==> src/design/atc_pkg.sv <==
// Shared types and constants for the ANSI text console parser.
// Used by atc_core, atc_queue and the top level; depends on nothing.
package atc_pkg;

  typedef enum logic [2:0] {
    CMD_GLYPH  = 3'd0,
    CMD_CLEOL  = 3'd1,
    CMD_CLS    = 3'd2,
    CMD_SCROLL = 3'd3,
    CMD_BEEP   = 3'd4
  } cmd_t;

  localparam logic [1:0] REG_SCREEN_WIDTH = 2'd0;
  localparam logic [1:0] REG_ROW_COUNT    = 2'd1;
  localparam logic [1:0] REG_TAB_SHIFT    = 2'd2;

  localparam logic [11:0] SCREEN_WIDTH_RST = 12'd800;
  localparam logic [7:0]  ROW_COUNT_RST    = 8'd37;
  localparam logic [2:0]  TAB_SHIFT_RST    = 3'd5;

  localparam logic [7:0] CH_BEL      = 8'h07;
  localparam logic [7:0] CH_TAB      = 8'h09;
  localparam logic [7:0] CH_LF       = 8'h0A;
  localparam logic [7:0] CH_FF       = 8'h0C;
  localparam logic [7:0] CH_CR       = 8'h0D;
  localparam logic [7:0] CH_ESC      = 8'h1B;
  localparam logic [7:0] CH_LBRACKET = 8'h5B;
  localparam logic [7:0] CH_DIGIT0   = 8'h30;
  localparam logic [7:0] CH_DIGIT9   = 8'h39;
  localparam logic [7:0] CH_FINAL_K  = 8'h4B;
  localparam logic [7:0] CH_FINAL_G  = 8'h47;
  localparam logic [7:0] CH_FINAL_M  = 8'h6D;

  localparam logic [7:0] SGR_RESET       = 8'd0;
  localparam logic [7:0] SGR_BOLD        = 8'd1;
  localparam logic [7:0] SGR_UNDERLINE   = 8'd4;
  localparam logic [7:0] SGR_REVERSE     = 8'd7;
  localparam logic [7:0] SGR_NO_BOLD     = 8'd21;
  localparam logic [7:0] SGR_NO_UNDERLN  = 8'd24;
  localparam logic [7:0] SGR_NO_REVERSE  = 8'd27;
  localparam logic [7:0] SGR_FG_FIRST    = 8'd30;
  localparam logic [7:0] SGR_FG_LAST     = 8'd37;
  localparam logic [7:0] SGR_BG_FIRST    = 8'd40;
  localparam logic [7:0] SGR_BG_LAST     = 8'd47;

  localparam logic [3:0] FORE_RST = 4'd0;
  localparam logic [3:0] BACK_RST = 4'd15;

  localparam logic [11:0] POS_MAX = 12'hFFF;

  typedef struct packed {
    cmd_t        command;
    logic [11:0] pos_x;
    logic [11:0] pos_y;
    logic [7:0]  glyph;
    logic [3:0]  fore_index;
    logic [3:0]  back_index;
    logic        bold_on;
    logic        underline_on;
    logic        reverse_on;
    logic        last_of_run;
  } result_t;

  typedef struct packed {
    logic [1:0] count;
    result_t    first;
    result_t    second;
  } push_t;

  function automatic logic [3:0] ansi_to_vga(input logic [2:0] code);
    logic [3:0] vga;
    unique case (code)
      3'd0: vga = 4'd0;
      3'd1: vga = 4'd4;
      3'd2: vga = 4'd2;
      3'd3: vga = 4'd6;
      3'd4: vga = 4'd1;
      3'd5: vga = 4'd5;
      3'd6: vga = 4'd3;
      3'd7: vga = 4'd7;
      default: vga = 4'd0;
    endcase
    return vga;
  endfunction

  function automatic result_t make_result(input cmd_t cmd, input logic [11:0] x,
                                          input logic [11:0] y);
    result_t r;
    r = '0;
    r.command = cmd;
    r.pos_x = x;
    r.pos_y = y;
    return r;
  endfunction

endpackage

==> src/design/atc_if.sv <==
// Channel interfaces of the ANSI text console parser: byte input and command output.
// No dependencies.
interface atc_in_if;
  logic       valid;
  logic       ready;
  logic [7:0] char_code;

  modport source (output valid, output char_code, input ready);
  modport sink (input valid, input char_code, output ready);
endinterface

interface atc_out_if;
  logic        valid;
  logic        ready;
  logic [2:0]  command;
  logic [11:0] pos_x;
  logic [11:0] pos_y;
  logic [7:0]  glyph;
  logic [3:0]  fore_index;
  logic [3:0]  back_index;
  logic        bold_on;
  logic        underline_on;
  logic        reverse_on;
  logic        last_of_run;

  modport source (output valid, output command, output pos_x, output pos_y,
                  output glyph, output fore_index, output back_index,
                  output bold_on, output underline_on, output reverse_on,
                  output last_of_run, input ready);
  modport sink (input valid, input command, input pos_x, input pos_y,
                input glyph, input fore_index, input back_index,
                input bold_on, input underline_on, input reverse_on,
                input last_of_run, output ready);
endinterface

==> src/design/atc_core.sv <==
// Input register, configuration registers, parser/cursor state and command decode.
// Depends on atc_pkg; pushes up to two commands per word into atc_queue.
module atc_core #(
  parameter int GLYPH_WIDTH  = 8,
  parameter int GLYPH_HEIGHT = 16
) (
  input  logic                clk,
  input  logic                rst,
  input  logic                cfg_we,
  input  logic [1:0]          cfg_index,
  input  logic [11:0]         cfg_data,
  input  logic                in_valid,
  input  logic [7:0]          in_char,
  output logic                in_ready,
  input  logic                room,
  output atc_pkg::push_t      push
);
  import atc_pkg::*;

  typedef enum logic [1:0] {
    MODE_PLAIN = 2'd0,
    MODE_ESC   = 2'd1,
    MODE_CSI   = 2'd2
  } mode_t;

  logic [11:0] screen_width;
  logic [7:0]  row_count;
  logic [2:0]  tab_shift;

  logic        byte_valid;
  logic [7:0]  byte_q;
  logic        fire;

  mode_t       mode, mode_next;
  logic [7:0]  csi_number, csi_number_next;
  logic [11:0] cursor_col, cursor_col_next;
  logic [11:0] cursor_row, cursor_row_next;
  logic        bold_flag, bold_flag_next;
  logic        underline_flag, underline_flag_next;
  logic        reverse_flag, reverse_flag_next;
  logic [3:0]  fore_color, fore_color_next;
  logic [3:0]  back_color, back_color_next;

  logic        csi_digit;
  logic [11:0] csi_acc;
  logic [7:0]  csi_sat;
  logic [11:0] col_from_csi;
  logic [12:0] tab_step;
  logic [12:0] tab_sum;
  logic [12:0] tab_stop;
  logic [11:0] tab_col;
  logic [14:0] row_limit;
  logic [12:0] row_adv;
  logic        row_fits;
  logic [11:0] row_after_nl;
  logic [12:0] col_adv;
  logic        wrap;
  logic [11:0] glyph_col;
  logic [11:0] glyph_row;
  logic [12:0] glyph_end;
  logic [7:0]  fg_off;
  logic [7:0]  bg_off;
  logic        plain;
  result_t     glyph_res;

  assign fire     = byte_valid && room;
  assign in_ready = !byte_valid || room;

  always_ff @(posedge clk) begin
    if (rst) begin
      screen_width <= SCREEN_WIDTH_RST;
      row_count    <= ROW_COUNT_RST;
      tab_shift    <= TAB_SHIFT_RST;
    end else if (cfg_we) begin
      unique case (cfg_index)
        REG_SCREEN_WIDTH: screen_width <= cfg_data;
        REG_ROW_COUNT:    row_count    <= cfg_data[7:0];
        REG_TAB_SHIFT:    tab_shift    <= cfg_data[2:0];
        default: ;
      endcase
    end
  end

  always_ff @(posedge clk) begin
    if (rst) begin
      byte_valid <= 1'b0;
    end else if (in_valid && in_ready) begin
      byte_valid <= 1'b1;
    end else if (fire) begin
      byte_valid <= 1'b0;
    end
  end

  always_ff @(posedge clk) begin
    if (in_valid && in_ready) begin
      byte_q <= in_char;
    end
  end

  always_ff @(posedge clk) begin
    if (rst) begin
      mode           <= MODE_PLAIN;
      csi_number     <= '0;
      cursor_col     <= '0;
      cursor_row     <= '0;
      bold_flag      <= 1'b0;
      underline_flag <= 1'b0;
      reverse_flag   <= 1'b0;
      fore_color     <= FORE_RST;
      back_color     <= BACK_RST;
    end else begin
      mode           <= mode_next;
      csi_number     <= csi_number_next;
      cursor_col     <= cursor_col_next;
      cursor_row     <= cursor_row_next;
      bold_flag      <= bold_flag_next;
      underline_flag <= underline_flag_next;
      reverse_flag   <= reverse_flag_next;
      fore_color     <= fore_color_next;
      back_color     <= back_color_next;
    end
  end

  assign csi_digit    = (byte_q >= CH_DIGIT0) && (byte_q <= CH_DIGIT9);
  assign csi_acc      = {4'd0, csi_number} * 12'd10 + {4'd0, 8'(byte_q - CH_DIGIT0)};
  assign csi_sat      = (csi_acc > 12'd255) ? 8'd255 : csi_acc[7:0];
  assign col_from_csi = 12'({12'd0, csi_number} * 20'(GLYPH_WIDTH));

  assign tab_step = 13'd1 << tab_shift;
  assign tab_sum  = {1'b0, cursor_col} + tab_step;
  assign tab_stop = tab_sum & ~(tab_step - 13'd1);
  assign tab_col  = tab_stop[12] ? POS_MAX : tab_stop[11:0];

  assign row_limit    = 15'(8'(row_count - 8'd1)) * 15'(GLYPH_HEIGHT);
  assign row_adv      = {1'b0, cursor_row} + 13'(GLYPH_HEIGHT);
  assign row_fits     = (row_count != 8'd0) && ({3'd0, cursor_row} < row_limit)
                        && (row_adv <= {1'b0, POS_MAX});
  assign row_after_nl = row_fits ? row_adv[11:0] : cursor_row;

  assign col_adv   = {1'b0, cursor_col} + 13'(GLYPH_WIDTH);
  assign wrap      = col_adv >= {1'b0, screen_width};
  assign glyph_col = wrap ? 12'd0 : cursor_col;
  assign glyph_row = wrap ? row_after_nl : cursor_row;
  assign glyph_end = {1'b0, glyph_col} + 13'(GLYPH_WIDTH);

  assign fg_off = csi_number - SGR_FG_FIRST;
  assign bg_off = csi_number - SGR_BG_FIRST;

  always_comb begin
    glyph_res              = make_result(CMD_GLYPH, glyph_col, glyph_row);
    glyph_res.glyph        = byte_q;
    glyph_res.fore_index   = fore_color;
    glyph_res.back_index   = back_color;
    glyph_res.bold_on      = bold_flag;
    glyph_res.underline_on = underline_flag;
    glyph_res.reverse_on   = reverse_flag;
  end

  always_comb begin
    mode_next           = mode;
    csi_number_next     = csi_number;
    cursor_col_next     = cursor_col;
    cursor_row_next     = cursor_row;
    bold_flag_next      = bold_flag;
    underline_flag_next = underline_flag;
    reverse_flag_next   = reverse_flag;
    fore_color_next     = fore_color;
    back_color_next     = back_color;
    push                = '0;
    plain               = 1'b0;

    if (fire && (byte_q != 8'd0)) begin
      unique case (mode)
        MODE_ESC: begin
          if (byte_q == CH_LBRACKET) begin
            mode_next       = MODE_CSI;
            csi_number_next = '0;
          end else begin
            mode_next = MODE_PLAIN;
            plain     = 1'b1;
          end
        end
        MODE_CSI: begin
          if (csi_digit) begin
            csi_number_next = csi_sat;
          end else begin
            mode_next = MODE_PLAIN;
            priority if (byte_q == CH_FINAL_K) begin
              push.count = 2'd1;
              push.first = make_result(CMD_CLEOL, cursor_col, cursor_row);
            end else if (byte_q == CH_FINAL_G) begin
              cursor_col_next = col_from_csi;
            end else if (byte_q == CH_FINAL_M) begin
              priority if (csi_number == SGR_RESET) begin
                bold_flag_next      = 1'b0;
                underline_flag_next = 1'b0;
                reverse_flag_next   = 1'b0;
                fore_color_next     = FORE_RST;
                back_color_next     = BACK_RST;
              end else if (csi_number == SGR_BOLD) begin
                bold_flag_next = 1'b1;
              end else if (csi_number == SGR_UNDERLINE) begin
                underline_flag_next = 1'b1;
              end else if (csi_number == SGR_REVERSE) begin
                reverse_flag_next = 1'b1;
              end else if (csi_number == SGR_NO_BOLD) begin
                bold_flag_next = 1'b0;
              end else if (csi_number == SGR_NO_UNDERLN) begin
                underline_flag_next = 1'b0;
              end else if (csi_number == SGR_NO_REVERSE) begin
                reverse_flag_next = 1'b0;
              end else if (csi_number >= SGR_FG_FIRST && csi_number <= SGR_FG_LAST) begin
                fore_color_next = ansi_to_vga(fg_off[2:0]);
              end else if (csi_number >= SGR_BG_FIRST && csi_number <= SGR_BG_LAST) begin
                back_color_next = ansi_to_vga(bg_off[2:0]);
              end else begin
              end
            end else begin
            end
          end
        end
        default: begin
          mode_next = MODE_PLAIN;
          plain     = 1'b1;
        end
      endcase

      if (plain) begin
        unique case (byte_q)
          CH_BEL: begin
            push.count = 2'd1;
            push.first = make_result(CMD_BEEP, 12'd0, 12'd0);
          end
          CH_TAB: begin
            cursor_col_next = tab_col;
          end
          CH_FF: begin
            cursor_col_next = '0;
            cursor_row_next = '0;
            push.count      = 2'd1;
            push.first      = make_result(CMD_CLS, 12'd0, 12'd0);
          end
          CH_ESC: begin
            mode_next = MODE_ESC;
          end
          CH_LF: begin
            cursor_col_next = '0;
            cursor_row_next = row_after_nl;
            if (!row_fits) begin
              push.count = 2'd1;
              push.first = make_result(CMD_SCROLL, 12'd0, cursor_row);
            end
          end
          CH_CR: begin
            cursor_col_next = '0;
            push.count      = 2'd1;
            push.first      = make_result(CMD_CLEOL, 12'd0, cursor_row);
          end
          default: begin
            cursor_row_next = glyph_row;
            cursor_col_next = glyph_end[12] ? POS_MAX : glyph_end[11:0];
            if (wrap && !row_fits) begin
              push.count  = 2'd2;
              push.first  = make_result(CMD_SCROLL, 12'd0, cursor_row);
              push.second = glyph_res;
            end else begin
              push.count = 2'd1;
              push.first = glyph_res;
            end
          end
        endcase
      end

      if (push.count == 2'd1) begin
        push.first.last_of_run = 1'b1;
      end else if (push.count == 2'd2) begin
        push.second.last_of_run = 1'b1;
      end
    end
  end

  a_pair_order: assert property (@(posedge clk) disable iff (rst)
    push.count == 2'd2 |-> push.first.command == CMD_SCROLL
                           && push.second.command == CMD_GLYPH)
    else $error("two-command word not scroll then glyph");

  a_last_mark: assert property (@(posedge clk) disable iff (rst)
    push.count == 2'd2 |-> !push.first.last_of_run && push.second.last_of_run)
    else $error("last_of_run misplaced on two-command word");

  a_csi_enter: assert property (@(posedge clk) disable iff (rst)
    (fire && mode == MODE_ESC && byte_q == CH_LBRACKET)
      |=> (mode == MODE_CSI && csi_number == 8'd0))
    else $error("ESC [ did not enter CSI with cleared parameter");

  a_no_push_idle: assert property (@(posedge clk) disable iff (rst)
    !fire |-> push.count == 2'd0)
    else $error("command pushed without a word in process");

endmodule

==> src/design/atc_queue.sv <==
// Four-entry result queue: takes up to two commands a cycle while room is high,
// drains one a cycle while out_ch is ready. Depends on atc_pkg and atc_if.
module atc_queue (
  input  logic           clk,
  input  logic           rst,
  input  atc_pkg::push_t push,
  output logic           room,
  atc_out_if.source      out_ch
);
  import atc_pkg::*;

  localparam int DEPTH = 4;

  result_t     entries [DEPTH];
  logic [1:0]  wr_ptr;
  logic [1:0]  rd_ptr;
  logic [2:0]  count;
  logic        pop;
  result_t     head;

  assign room = count <= 3'(DEPTH - 2);
  assign pop  = out_ch.valid && out_ch.ready;
  assign head = entries[rd_ptr];

  always_ff @(posedge clk) begin
    if (push.count != 2'd0) begin
      entries[wr_ptr] <= push.first;
    end
    if (push.count == 2'd2) begin
      entries[wr_ptr + 2'd1] <= push.second;
    end
  end

  always_ff @(posedge clk) begin
    if (rst) begin
      wr_ptr <= '0;
      rd_ptr <= '0;
      count  <= '0;
    end else begin
      wr_ptr <= wr_ptr + push.count;
      rd_ptr <= rd_ptr + {1'b0, pop};
      count  <= count + {1'b0, push.count} - {2'b0, pop};
    end
  end

  assign out_ch.valid        = count != 3'd0;
  assign out_ch.command      = head.command;
  assign out_ch.pos_x        = head.pos_x;
  assign out_ch.pos_y        = head.pos_y;
  assign out_ch.glyph        = head.glyph;
  assign out_ch.fore_index   = head.fore_index;
  assign out_ch.back_index   = head.back_index;
  assign out_ch.bold_on      = head.bold_on;
  assign out_ch.underline_on = head.underline_on;
  assign out_ch.reverse_on   = head.reverse_on;
  assign out_ch.last_of_run  = head.last_of_run;

  a_no_overflow: assert property (@(posedge clk) disable iff (rst)
    count <= 3'(DEPTH))
    else $error("result queue overflow");

  a_push_needs_room: assert property (@(posedge clk) disable iff (rst)
    push.count != 2'd0 |-> room)
    else $error("push without room");

  a_drain: assert property (@(posedge clk) disable iff (rst)
    (pop && push.count == 2'd0) |=> count == $past(count) - 3'd1)
    else $error("queue count did not drop on drain");

endmodule

==> src/design/ansi_text_console_parser.sv <==
// Top level of the ANSI text console parser: byte stream in, drawing commands out.
// Depends on atc_pkg, atc_if, atc_core and atc_queue.
//
//   channel   dir  word                                   handshake
//   in_ch     in   char_code[7:0]                         valid/ready
//   out_ch    out  command, pos_x/y, glyph, colors, attrs valid/ready
//   cfg       in   cfg_index[1:0], cfg_data[11:0]         cfg_we, no wait
//
// One byte a cycle while the queue has room: a word is held in the input
// register, is decoded and pushes its 0..2 commands into a 4-entry queue
// that drains one a cycle while out_ch is ready. A byte that wraps with a
// scroll yields two commands. Input is taken while the input register is
// empty or the queue has two free entries.
// rst is synchronous: cursor, parser, attributes, queue and config registers.
module ansi_text_console_parser #(
  parameter int GLYPH_WIDTH  = 8,
  parameter int GLYPH_HEIGHT = 16
) (
  input  logic        clk,
  input  logic        rst,
  input  logic        cfg_we,
  input  logic [1:0]  cfg_index,
  input  logic [11:0] cfg_data,
  atc_in_if.sink      in_ch,
  atc_out_if.source   out_ch
);
  import atc_pkg::*;

  push_t push;
  logic  room;
  logic  in_ready;

  assign in_ch.ready = in_ready;

  atc_core #(
    .GLYPH_WIDTH  (GLYPH_WIDTH),
    .GLYPH_HEIGHT (GLYPH_HEIGHT)
  ) u_core (
    .clk       (clk),
    .rst       (rst),
    .cfg_we    (cfg_we),
    .cfg_index (cfg_index),
    .cfg_data  (cfg_data),
    .in_valid  (in_ch.valid),
    .in_char   (in_ch.char_code),
    .in_ready  (in_ready),
    .room      (room),
    .push      (push)
  );

  atc_queue u_queue (
    .clk    (clk),
    .rst    (rst),
    .push   (push),
    .room   (room),
    .out_ch (out_ch)
  );

endmodule
==> src/flat_wrapper.sv <==
// flat-port wrapper written by rule: the top's interface ports become plain ports
module ansi_text_console_parser_flat import atc_pkg::*;
#(
  parameter int GLYPH_WIDTH  = 8,
  parameter int GLYPH_HEIGHT = 16
)
  (clk, rst, cfg_we, cfg_index, cfg_data, in_ch_valid, in_ch_char_code, in_ch_ready, out_ch_valid, out_ch_command, out_ch_pos_x, out_ch_pos_y, out_ch_glyph, out_ch_fore_index, out_ch_back_index, out_ch_bold_on, out_ch_underline_on, out_ch_reverse_on, out_ch_last_of_run, out_ch_ready);
  atc_in_if in_ch_i ();
  atc_out_if out_ch_i ();
  input  logic clk;
  input  logic rst;
  input  logic cfg_we;
  input  logic [1:0] cfg_index;
  input  logic [11:0] cfg_data;
  input wire logic [$bits(in_ch_i.valid)-1:0] in_ch_valid;
  input wire logic [$bits(in_ch_i.char_code)-1:0] in_ch_char_code;
  output wire logic [$bits(in_ch_i.ready)-1:0] in_ch_ready;
  output wire logic [$bits(out_ch_i.valid)-1:0] out_ch_valid;
  output wire logic [$bits(out_ch_i.command)-1:0] out_ch_command;
  output wire logic [$bits(out_ch_i.pos_x)-1:0] out_ch_pos_x;
  output wire logic [$bits(out_ch_i.pos_y)-1:0] out_ch_pos_y;
  output wire logic [$bits(out_ch_i.glyph)-1:0] out_ch_glyph;
  output wire logic [$bits(out_ch_i.fore_index)-1:0] out_ch_fore_index;
  output wire logic [$bits(out_ch_i.back_index)-1:0] out_ch_back_index;
  output wire logic [$bits(out_ch_i.bold_on)-1:0] out_ch_bold_on;
  output wire logic [$bits(out_ch_i.underline_on)-1:0] out_ch_underline_on;
  output wire logic [$bits(out_ch_i.reverse_on)-1:0] out_ch_reverse_on;
  output wire logic [$bits(out_ch_i.last_of_run)-1:0] out_ch_last_of_run;
  input wire logic [$bits(out_ch_i.ready)-1:0] out_ch_ready;
  assign in_ch_i.valid = in_ch_valid;
  assign in_ch_i.char_code = in_ch_char_code;
  assign in_ch_ready = in_ch_i.ready;
  assign out_ch_valid = out_ch_i.valid;
  assign out_ch_command = out_ch_i.command;
  assign out_ch_pos_x = out_ch_i.pos_x;
  assign out_ch_pos_y = out_ch_i.pos_y;
  assign out_ch_glyph = out_ch_i.glyph;
  assign out_ch_fore_index = out_ch_i.fore_index;
  assign out_ch_back_index = out_ch_i.back_index;
  assign out_ch_bold_on = out_ch_i.bold_on;
  assign out_ch_underline_on = out_ch_i.underline_on;
  assign out_ch_reverse_on = out_ch_i.reverse_on;
  assign out_ch_last_of_run = out_ch_i.last_of_run;
  assign out_ch_i.ready = out_ch_ready;
  ansi_text_console_parser #(.GLYPH_WIDTH(GLYPH_WIDTH), .GLYPH_HEIGHT(GLYPH_HEIGHT)) u_core (.clk(clk), .rst(rst), .cfg_we(cfg_we), .cfg_index(cfg_index), .cfg_data(cfg_data), .in_ch(in_ch_i), .out_ch(out_ch_i));
endmodule
==> config.mk <==
export PLATFORM = sky130hd
export DESIGN_NAME = ansi_text_console_parser_flat
export DESIGN_NICKNAME = d
export VERILOG_FILES = /design/src/design/atc_pkg.sv /design/src/design/atc_if.sv /design/src/design/atc_core.sv /design/src/design/atc_queue.sv /design/src/design/ansi_text_console_parser.sv /design/src/flat_wrapper.sv
export SDC_FILE = /design/constraint.sdc
export NUM_CORES = 1
export LEC_CHECK = 0
export BUFFER_PORTS_ARGS = -buffer_cell sky130_fd_sc_hd__clkbuf_2
export CAP_MARGIN = 20
export CORE_MARGIN = 10
export CORE_UTILIZATION = 58
export CTS_BUF_LIST = sky130_fd_sc_hd__clkbuf_4 sky130_fd_sc_hd__clkbuf_8
export DETAILED_ROUTE_END_ITERATION = 10
export GPL_ROUTABILITY_DRIVEN = 0
export PLACE_DENSITY = 0.74
export SLEW_MARGIN = 15
export SYNTH_ARGS = -nofsm -noshare
export SYNTH_HDL_FRONTEND = slang
export SYNTH_SLANG_ARGS = --single-unit
==> constraint.sdc <==
create_clock -name clk -period 8.5 [get_ports clk]
set_clock_uncertainty 0.05 [all_clocks]
set_input_delay 1.7 -clock clk [delete_from_list [all_inputs] [get_ports clk]]
set_output_delay 1.7 -clock clk [all_outputs]
set_load 0.005 [all_outputs]
==> results of run 1 <==
## logic make-up after synthesis
family | Yosys count | synth area share
other cells | 1 | 0.0002691
fa+ha+maj | 67 | 0.06232
simple gates | 476 | 0.1761
xor+xnor | 44 | 0.02766
flops | 254 | 0.4856
mux | 56 | 0.07884
compound gates | 271 | 0.1319
buf+inv | 125 | 0.03727
## report_power, final
| part | total [W] | leakage, nW | internal, W | switching [W] |
|---|---|---|---|---|
| Clock | 0.00111 | 0.463 | 0.000618 | 0.000494 |
| Sequential | 0.00145 | 2.22 | 0.00139 | 0.0000645 |
| Combinational | 0.000633 | 2.91 | 0.000296 | 0.000336 |
| Total | 0.00319 | 5.60 | 0.00230 | 0.000894 |
## per-layer routing
metal	track usage	vias up	share of wire	routed length (microns)
li1	-	4921	-	-
met5	0	-	0	0
met3	0.04570	66	0.070	2383
met1	0.2955	4990	0.43	14750
met2	0.3541	375	0.47	16140
met4	0.08054	0	0.027	915
## critical path: stages (launching register included)
cell,delay (ns)
dfxtp_1,0.62
and3_1,0.35
nand3_2,0.16
nor2_1,0.17
xor2_1,0.22
ha_1,0.28
a21o_1,0.16
a21oi_1,0.13
o221a_2,0.20
o31a_1,0.43
o21ai_0,0.16
nand2_1,0.08
nand2_1,0.16
inv_1,0.14
a21oi_1,0.16
nor2b_4,0.36
buf_4,0.48
## per-stage QoR
step	hold slack, ns	power (W)	cell area, sq um	setup WS [ns]	util
3_5_place_dp	0.3893	0.002119	14500	3.858	0.6158
5_1_grt	0.4061	0.003342	15380	3.464	0.6534
4_1_cts	0.3960	0.003227	15370	3.831	0.6531
3_3_place_gp	0.3795	0.002101	14500	4.034	0.6158
2_1_floorplan	0.3715	0.001892	13950	2.607	-
6_report	0.3940	0.003194	15380	3.763	0.6534
## worst max path at each step
stage	from	end	slack [ns]	cells after the start
2_1_floorplan	u_core.u_core.cursor_col[7]	u_core.u_queue.entries[2][0]	2.61	14
3_3_place_gp	u_core.u_core.cursor_col[5]	u_core.u_queue.entries[3][10]	4.03	16
3_5_place_dp	u_core.u_core.cursor_col[5]	u_core.u_queue.entries[3][10]	3.86	16
4_1_cts	u_core.u_core.cursor_col[5]	u_core.u_queue.entries[3][19]	3.83	16
5_1_grt	u_core.u_core.cursor_col[5]	u_core.u_queue.entries[3][19]	3.46	16
6_report	u_core.u_core.cursor_col[5]	u_core.u_queue.entries[3][19]	3.76	16
## state kept, by name, indices dropped and copies added (netlist names), named ones only
| signal | cells |
|---|---|
| u_core.u_core.back_color | 4 |
| u_core.u_core.bold_flag | 1 |
| u_core.u_core.byte_q | 8 |
| u_core.u_core.byte_valid | 1 |
| u_core.u_core.csi_number | 8 |
| u_core.u_core.cursor_col | 12 |
| u_core.u_core.cursor_row | 8 |
| u_core.u_core.fore_color | 3 |
| u_core.u_core.mode | 2 |
| u_core.u_core.reverse_flag | 1 |
| u_core.u_core.row_count | 8 |
| u_core.u_core.screen_width | 12 |
| u_core.u_core.tab_shift | 3 |
| u_core.u_core.underline_flag | 1 |
| u_core.u_queue.count | 3 |
| u_core.u_queue.entries | 172 |
| u_core.u_queue.rd_ptr | 2 |
| u_core.u_queue.wr_ptr | 2 |
## final cells by class
type,instances,area (sq um),share of cell area
sequential,254,6769,0.4401
clock inverter,19,153.9,0.01000
tap,319,399.1,0.02595
inverter,46,172.7,0.01122
clock buffer,59,724.4,0.04710
multi-input combinational,919,6703,0.4357
timing repair buffer,86,460.4,0.02993
## cells in the mapped netlist, types with 10 or more instances
| cell | number | share of area |
|---|---|---|
| o21ai_0 | 44 | 0.016 |
| buf_2 | 16 | 0.0057 |
| edfxtp_1 | 168 | 0.36 |
| nand2_1 | 116 | 0.031 |
| a21oi_1 | 81 | 0.029 |
| a211o_1 | 10 | 0.0063 |
| nor2b_1 | 13 | 0.0058 |
| clkbuf_1 | 45 | 0.012 |
| mux2i_1 | 13 | 0.0093 |
| and2_1 | 95 | 0.043 |
| nor4_1 | 20 | 0.0090 |
| xnor2_1 | 26 | 0.016 |
| dfxtp_1 | 86 | 0.12 |
| nor3_1 | 44 | 0.016 |
| inv_1 | 45 | 0.012 |
| buf_1 | 11 | 0.0030 |
| nand4_1 | 12 | 0.0054 |
| ha_1 | 63 | 0.057 |
| o21ai_1 | 14 | 0.0050 |
| nor2_1 | 94 | 0.025 |
| mux4_2 | 43 | 0.070 |
| o22ai_1 | 18 | 0.0081 |
| xor2_1 | 18 | 0.011 |
| nand3_1 | 32 | 0.011 |
==> out/metrics.yaml, run 1 <==
ios: 76
synth.avg_cell_area_sq_um: 10.77
nNetsFinal: 1443
tightest_slew_ns: 1.014
drt-total-wl_microns: 34200
ys_ff_latch: 254
yosysWarnings: 0
grt_max_degree: 68
cts_setup_buffers: 0
power_leakage_nw: 5.596
setup_tns_ns: 0
diodes: 0
syn_inst: 1294
timing.fmax_mhz: 211.1
coreArea_sq_um: 23540
grt_pass1_wl_microns: 55060
htreeDepth: 2
syn2layout_area_growth_pct: 10.40
yosysSeqAreaShare: 0.4856
rows: 56
holdPathEnd: "u_core.u_core.back_color[2]"
grt_usage: 0.2224
synthFlopType: "edfxtp_1"
fillerInstances: 1867
cts_resized: 0
synthArstFlopShare: 0
hold_viol: 0
start_util: 0.5918
io_buffers: 74
path_max_fanout: 31
root_buffer: "clkbuf_8"
grt_setup_unrepaired: "false"
final_common_cell: "edfxtp_1"
status: "complete, no violations"
antenna_found_initial: 0
reg2reg_slack_ns: 3.76
vias: 10352
clockBufferDepth: 3
synth_edf_count: 168
via_per_inst: 6.082
critical_path_required_ns: 8.64
drive_gt1_frac: 0.1706
drt_iter0_drc: 943
antenna_left: 0
finalCriticalPeriod_ns: 4.737
synth_cell_type_count: 84
hold_depth: 2
final_cells: 1702
wl_per_cell_microns: 20.09
reg2reg_to: "u_core.u_queue.entries[3][19]"
cts_tree: "built"
clk_pin_slew_ns: 0.06
max_cap_violations: 0
clkLatencyLatePin_ns: 0.57
dp.cells: 1623
grt_overflow_total: 0
postCtsHoldBufs: 0
clkSinkCount: 254
max-vdd-ir-drop_mv: 0.1540
cts_buffers: 42
hold_path.class: "reg -> reg"
netlist_area_sq_um: 13930
pwr_density_cell_nw_per_um2: 207.7
die_width_microns: 175.0
final_max_slew_viol_count: 0
die_y_microns: 175.0
cp-start-kind: "flop"
reg2regPathDepth: 16
grt_pass1_vias: 10390
fp.dieArea_sq_um: 30620
finalCritPeriodShare: 0.5573
drt_first_pass_iters: 5
relSlewSlack: 0.3242
setup_viol: 0
criticalPathCategory: "reg -> reg"
drc: 0
final_cell_mix: "edfxtp_1 (168), nand2_1 (116), and2_1 (95)"
end_kind: "flop"
hpwl_microns: 23890
rr_startpoint: "u_core.u_core.cursor_col[5]"
cp.arrival_ns: 4.87
(Power assumes the default switching activity.)
==> run 2: changes to the inputs <==
==> constraint.sdc (replaced) <==
create_clock -name clk -period 4.4 [get_ports clk]
set_clock_uncertainty 0.05 [all_clocks]
set_input_delay 0.88 -clock clk [delete_from_list [all_inputs] [get_ports clk]]
set_output_delay 0.88 -clock clk [all_outputs]
set_load 0.005 [all_outputs]
==> run 2 against run 1 <==
Against the previous run: register-to-register slack lost 3.5 ns; critical path type unchanged; clock power grew 88%; power grew 93%; highest routed layer unchanged; hold slack gained 0.012 ns; global-route usage grew 0.37 points; combinational power grew 96%; largest power group unchanged; die area is the same; critical endpoint is now u_core.u_queue.count[2]; critical path depth grew 4; clock-buffer cell count grew 8; flip-flop and latch count is the same.
==> out/metrics.yaml, run 2 (synthesis gave the netlist of run 1 again) <==
status: "complete, no violations"  # unchanged
finalCriticalPeriod_ns: 4.121  # was 4.737 ns
root_buffer: "clkbuf_8"  # unchanged
drive_gt1_frac: 0.1911  # was 0.1706
path_max_fanout: 6  # was 31
final_cell_mix: "edfxtp_1 (168), nand2_1 (116), and2_1 (95)"  # unchanged
diodes: 0  # unchanged
clkSinkCount: 254  # unchanged
pwr_density_cell_nw_per_um2: 393.6  # was 207.7 nW/um^2
cp.arrival_ns: 4.48  # was 4.87 ns
htreeDepth: 2  # unchanged
critical_path_required_ns: 4.76  # was 8.64 ns
finalCritPeriodShare: 0.9365  # was 0.5573
hold_viol: 0  # unchanged
ios: 76  # unchanged
via_per_inst: 6.192  # was 6.082
final_max_slew_viol_count: 0  # unchanged
tightest_slew_ns: 1.068  # was 1.014 ns
die_width_microns: 175.0  # unchanged
hold_path.class: "reg -> reg"  # unchanged
cts_tree: "built"  # unchanged
max-vdd-ir-drop_mv: 0.2565  # was 0.1540 mV
setup_tns_ns: 0  # unchanged
start_util: 0.5918  # unchanged
hpwl_microns: 24750  # was 23890 microns
clk_pin_slew_ns: 0.06  # about the same
largest-register: "u_core.u_queue.entries"  # unchanged
io_buffers: 74  # unchanged
criticalPathCategory: "reg -> reg"  # unchanged
vias: 10694  # was 10.35k
drc: 0  # unchanged
max_cap_violations: 0  # unchanged
reg2regPathDepth: 20  # was 16
antenna_left: 0  # unchanged
nNetsFinal: 1471  # was 1443
setup_viol: 0  # unchanged
postCtsHoldBufs: 0  # unchanged
timing.fmax_mhz: 242.7  # was 211.1 MHz
grt_usage: 0.2261  # was 0.2224
clockBufferDepth: 3  # unchanged
wl_per_cell_microns: 20.55  # was 20.09 microns
coreArea_sq_um: 23540  # unchanged
drt_iter0_drc: 1173  # was 943
largest_register_ffs: 172  # unchanged
clkLatencyLatePin_ns: 0.55  # was 0.57 ns
final_common_cell: "edfxtp_1"  # unchanged
grt_pass1_vias: 10430  # was 10.39k
power_leakage_nw: 5.746  # was 5.596 nW
total_power_w: 0.006152  # was 0.003194 W
rows: 56  # unchanged
hold_depth: 2  # unchanged
cts_buffers: 42  # unchanged
grt_pass1_wl_microns: 56080  # was 55060 microns
drt_first_pass_iters: 7  # was 5
syn2layout_area_growth_pct: 12.19  # was 10.40%
grt_overflow_total: 0  # unchanged
fp.dieArea_sq_um: 30620  # unchanged
die_y_microns: 175.0  # unchanged
grt_max_degree: 42  # was 68
antenna_found_initial: 0  # unchanged
grt_setup_unrepaired: "false"  # unchanged
drt-total-wl_microns: 35490  # was 34200 microns
relSlewSlack: 0.2881  # was 0.3242
end_kind: "flop"  # unchanged
reg_top3: "u_core.u_queue.entries (172), u_core.u_core.cursor_col (12), u_core.u_core.screen_width (12)"  # unchanged
cp-start-kind: "flop"  # unchanged
run 2: cell type report:
| class | count | area [sq um] |
|---|---|---|
| multi-input combinational | 920 | 6730 |
| sequential | 254 | 6769 |
| fill | 1840 | 7911 |
| clock inverter | 8 | 56.30 |
| timing repair buffer | 113 | 700.7 |
| clock buffer | 67 | 803.3 |
| tap | 319 | 399.1 |
| inverter | 46 | 172.7 |
run 2: worst paths after layout:
check | from | to | slack [ns]
worst min-delay path | u_core.u_core.screen_width[3] | u_core.u_core.screen_width[3] | 0.41
worst min register to register | u_core.u_core.screen_width[3] | u_core.u_core.screen_width[3] | 0.41
worst max register to register | u_core.u_core.cursor_col[7] | u_core.u_queue.count[2] | 0.28
worst max-delay path | u_core.u_core.cursor_col[7] | u_core.u_queue.count[2] | 0.28
run 2: worst max-delay path, stage by stage (launching register included):
cell and delay (ns):
dfxtp_1 0.32, and3_1 0.29, nand3_2 0.17, nor2_1 0.20, xor2_1 0.25, ha_1 0.29
a21o_1 0.16, a21oi_1 0.15, o221a_2 0.20, o31a_1 0.19, o21ai_0 0.11, nand2_1 0.08
nand2_1 0.19, ha_1 0.35, inv_1 0.06, ha_1 0.14, inv_1 0.05, fa_1 0.37
xnor2_1 0.18, xnor2_1 0.14, nor2_1 0.05
run 2: timing repair:
| action | CTS | global route |
|---|---|---|
| endpoints found under the hold margin | 0 | 0 |
| resized for setup | 0 | 3 |
| setup endpoints to repair | 0 | 20 |
| buffers inserted | 0 | 0 |
run 2: metal layers:
layer  routed length [microns]  up-vias  GRT usage
met1                     15290     5133     0.3060
met5                         0        -          0
met3                      2889       79    0.04441
met2                     16400      512     0.3605
met4                       905        0    0.06994
li1                          -     4970          -
run 2: metrics by stage:
stage	setup slack [ns]	instances	hold WS, ns	instance area [sq um]	util
floorplan	0.1907	1298	0.3715	13960	-
global placement	0.2854	1651	0.3925	14740	0.6263
detailed placement	0.1564	1651	0.4001	14740	0.6263
CTS	0.1342	1726	0.4073	15600	0.6628
global route	0.03850	1727	0.4315	15630	0.6640
finish	0.2795	1727	0.4057	15630	0.6640
run 2: power by group:
group          switching (W)  internal [W]
Clock               0.000926       0.00116
Combinational       0.000648      0.000597
Sequential          0.000141       0.00268
==> run 3: changes to the inputs <==
--- a/config.mk
+++ b/config.mk
@@ -8,11 +8,11 @@
 export BUFFER_PORTS_ARGS = -buffer_cell sky130_fd_sc_hd__clkbuf_2
 export CAP_MARGIN = 20
 export CORE_MARGIN = 10
-export CORE_UTILIZATION = 58
+export CORE_UTILIZATION = 43
 export CTS_BUF_LIST = sky130_fd_sc_hd__clkbuf_4 sky130_fd_sc_hd__clkbuf_8
 export DETAILED_ROUTE_END_ITERATION = 10
 export GPL_ROUTABILITY_DRIVEN = 0
-export PLACE_DENSITY = 0.74
+export PLACE_DENSITY = 0.58
 export SLEW_MARGIN = 15
 export SYNTH_ARGS = -nofsm -noshare
 export SYNTH_HDL_FRONTEND = slang
==> run 3 against run 2 <==
Against the previous run: hold slack better by 0.00076 ns; global-route usage is 3.8 points lower; first-iteration DRC count is 32% lower; design area is 1.8% higher; clock-buffer cell count is 7 lower; via count is 1.8% lower; routed wire length is 7.0% higher; sequential power hardly changed; power is 3.7% higher; largest cell class unchanged.
==> out/metrics.yaml, run 3 (synthesis gave the netlist of run 1 again) <==
diodes: 0  # unchanged
startpoint: "u_core.u_core.row_count[2]"  # was u_core.u_core.cursor_col[7]
criticalPathCategory: "reg -> reg"  # unchanged
grt_pass1_vias: 10239  # was 10.43k
path_max_fanout: 25  # was 6
pwr_density_cell_nw_per_um2: 401.1  # was 393.6 nW/um^2
htreeDepth: 2  # unchanged
reg_top3: "u_core.u_queue.entries (172), u_core.u_core.cursor_col (12), u_core.u_core.screen_width (12)"  # unchanged
hold_path.class: "reg -> reg"  # unchanged
syn2layout_area_growth_pct: 14.16  # was 12.19%
p_clk_frac: 0.359  # was 0.340
clkSinkCount: 254  # unchanged
crit_end: "u_core.u_queue.entries[2][12]"  # was u_core.u_queue.count[2]
hpwl_microns: 26830  # was 24750 microns
p_sw_w: 0.001822  # was 0.001715 W
vias: 10501  # was 10.69k
cp.arrival_ns: 4.39  # was 4.48 ns
grt_pass1_wl_microns: 58790  # was 56080 microns
nNetsFinal: 1480  # was 1471
postCtsHoldBufs: 0  # unchanged
die_width_microns: 200.0  # was 175.0 microns
coreArea_sq_um: 31800  # was 23540 sq um
clkLatencyLatePin_ns: 0.57  # was 0.55 ns
reg2reg_slack_ns: 0.23  # was 0.28 ns
drc: 0  # unchanged
max-vdd-ir-drop_mv: 0.1918  # was 0.2565 mV
rows: 65  # was 56
power_leakage_nw: 5.812  # was 5.746 nW
grt_max_degree: 42  # unchanged
pwr-share-comb: 0.202  # about the same
setup_viol: 0  # unchanged
root_buffer: "clkbuf_8"  # unchanged
rr_startpoint: "u_core.u_core.row_count[2]"  # was u_core.u_core.cursor_col[7]
cp-start-kind: "flop"  # unchanged
drt-total-wl_microns: 37960  # was 35490 microns
fp.dieArea_sq_um: 40000  # was 30620 sq um
drt_iter0_drc: 795  # was 1173
grt_usage: 0.1880  # was 0.2261
relSlewSlack: 0.2953  # was 0.2881
regArea_sq_um: 6769  # unchanged
tightest_slew_ns: 1.053  # was 1.068 ns
drive_gt1_frac: 0.1926  # was 0.1911
final_max_slew_viol_count: 0  # unchanged
cts_resized: 0  # unchanged
end_kind: "flop"  # unchanged
largest_register_ffs: 172  # unchanged
wl_per_cell_microns: 20.43  # was 20.55 microns
final_common_cell: "edfxtp_1"  # unchanged
antenna_found_initial: 0  # unchanged
hold_depth: 2  # unchanged
grt_overflow_total: 0  # unchanged
cts_buffers: 45  # was 42
final_cells: 1858  # was 1727
reg2reg_to: "u_core.u_queue.entries[2][12]"  # was u_core.u_queue.count[2]
pwr-share-seq: 0.439  # was 0.458
status: "complete, no violations"  # unchanged
antenna_left: 0  # unchanged
fillerInstances: 2846  # was 1840
clk_pin_slew_ns: 0.06  # about the same
cts_setup_buffers: 0  # unchanged
finalCritPeriodShare: 0.9477  # was 0.9365
final_cell_mix: "edfxtp_1 (168), nand2_1 (116), and2_1 (95)"  # unchanged
cts_tree: "built"  # unchanged
hold_viol: 0  # unchanged
clockBufferDepth: 3  # unchanged
timing.fmax_mhz: 239.8  # was 242.7 MHz
worstHoldStart: "u_core.u_core.screen_width[2]"  # was u_core.u_core.screen_width[3]
io_buffers: 74  # unchanged
ios: 76  # unchanged
start_util: 0.4382  # was 0.5918
critical_path_required_ns: 4.62  # was 4.76 ns
internal_power_w: 0.004558  # was 0.004438 W
largest-register: "u_core.u_queue.entries"  # unchanged
via_per_inst: 5.652  # was 6.192
drt_first_pass_iters: 5  # was 7
multi_input_area_sq_um: 6739  # was 6730 sq um
finalCriticalPeriod_ns: 4.170  # was 4.121 ns
max_cap_violations: 0  # unchanged
die_y_microns: 200.0  # was 175.0 microns
reg2regPathDepth: 14  # was 20
sw_frac_of_total: 0.2856  # was 0.2787
dp.cells: 1772  # was 1651
total_power_w: 0.006380  # was 0.006152 W
[run 3: layout make-up]
type	count	share of cell area
Clock buffer	60	0.04641
Clock inverter	24	0.01243
Multi-Input combinational cell	921	0.4237
Timing Repair Buffer	118	0.04688
Sequential cell	254	0.4255
Tap cell	435	0.03422
Inverter	46	0.01086
[run 3: worst max-delay path, cell delays in order (launching register included)]
cell     delay [ns]
dfxtp_1        0.35
nor4_1         0.36
nor2b_1        0.31
nand2_1        0.11
xor2_1         0.16
ha_1           0.30
nand4_1        0.11
nor2_1         0.11
o31ai_1        0.14
and2_1         0.20
buf_4          0.18
nor3_4         0.27
inv_2          0.13
o21ai_4        0.82
buf_6          0.26
[run 3: power groups by stage]
stage	Combinational (W)	Clock, W	Sequential (W)
2_1_floorplan	0.000885	0	0.00277
3_3_place_gp	0.00131	0	0.00284
3_5_place_dp	0.00131	0	0.00285
4_1_cts	0.00131	0.00234	0.00280
5_1_grt	0.00142	0.00245	0.00282
6_report	0.00129	0.00229	0.00280
[run 3: worst min-delay path by stage]
stage                               endpoint  slack, ns
2_1_floorplan    u_core.u_core.back_color[0]       0.37
3_3_place_gp     u_core.u_core.back_color[2]       0.38
3_5_place_dp     u_core.u_core.back_color[2]       0.39
4_1_cts          u_core.u_core.back_color[2]       0.40
5_1_grt              u_core.u_core.byte_q[7]       0.41
6_report       u_core.u_core.screen_width[2]       0.41
[run 3: routing by layer]
| layer | vias up | track usage | wire [microns] |
|---|---|---|---|
| met1 | 5056 | 0.2610 | 17160 |
| li1 | 5002 | - | - |
| met5 | - | 0 | 0 |
| met4 | 0 | 0.05356 | 665 |
| met3 | 53 | 0.03248 | 2655 |
| met2 | 390 | 0.2957 | 17480 |
[run 3: per-stage QoR]
step / TNS (ns) / instance area (sq um) / util / setup WS [ns] / hold slack [ns]
floorplan: 0 / 13960 / - / 0.1907 / 0.3715
global placement: 0 / 14930 / 0.4696 / 0.2747 / 0.3772
detailed placement: 0 / 14930 / 0.4696 / 0.1937 / 0.3878
CTS: 0 / 15870 / 0.4990 / 0.1642 / 0.3993
global route: -0.01324 / 15910 / 0.5002 / -0.01324 / 0.4078
finish: 0 / 15910 / 0.5002 / 0.2302 / 0.4065
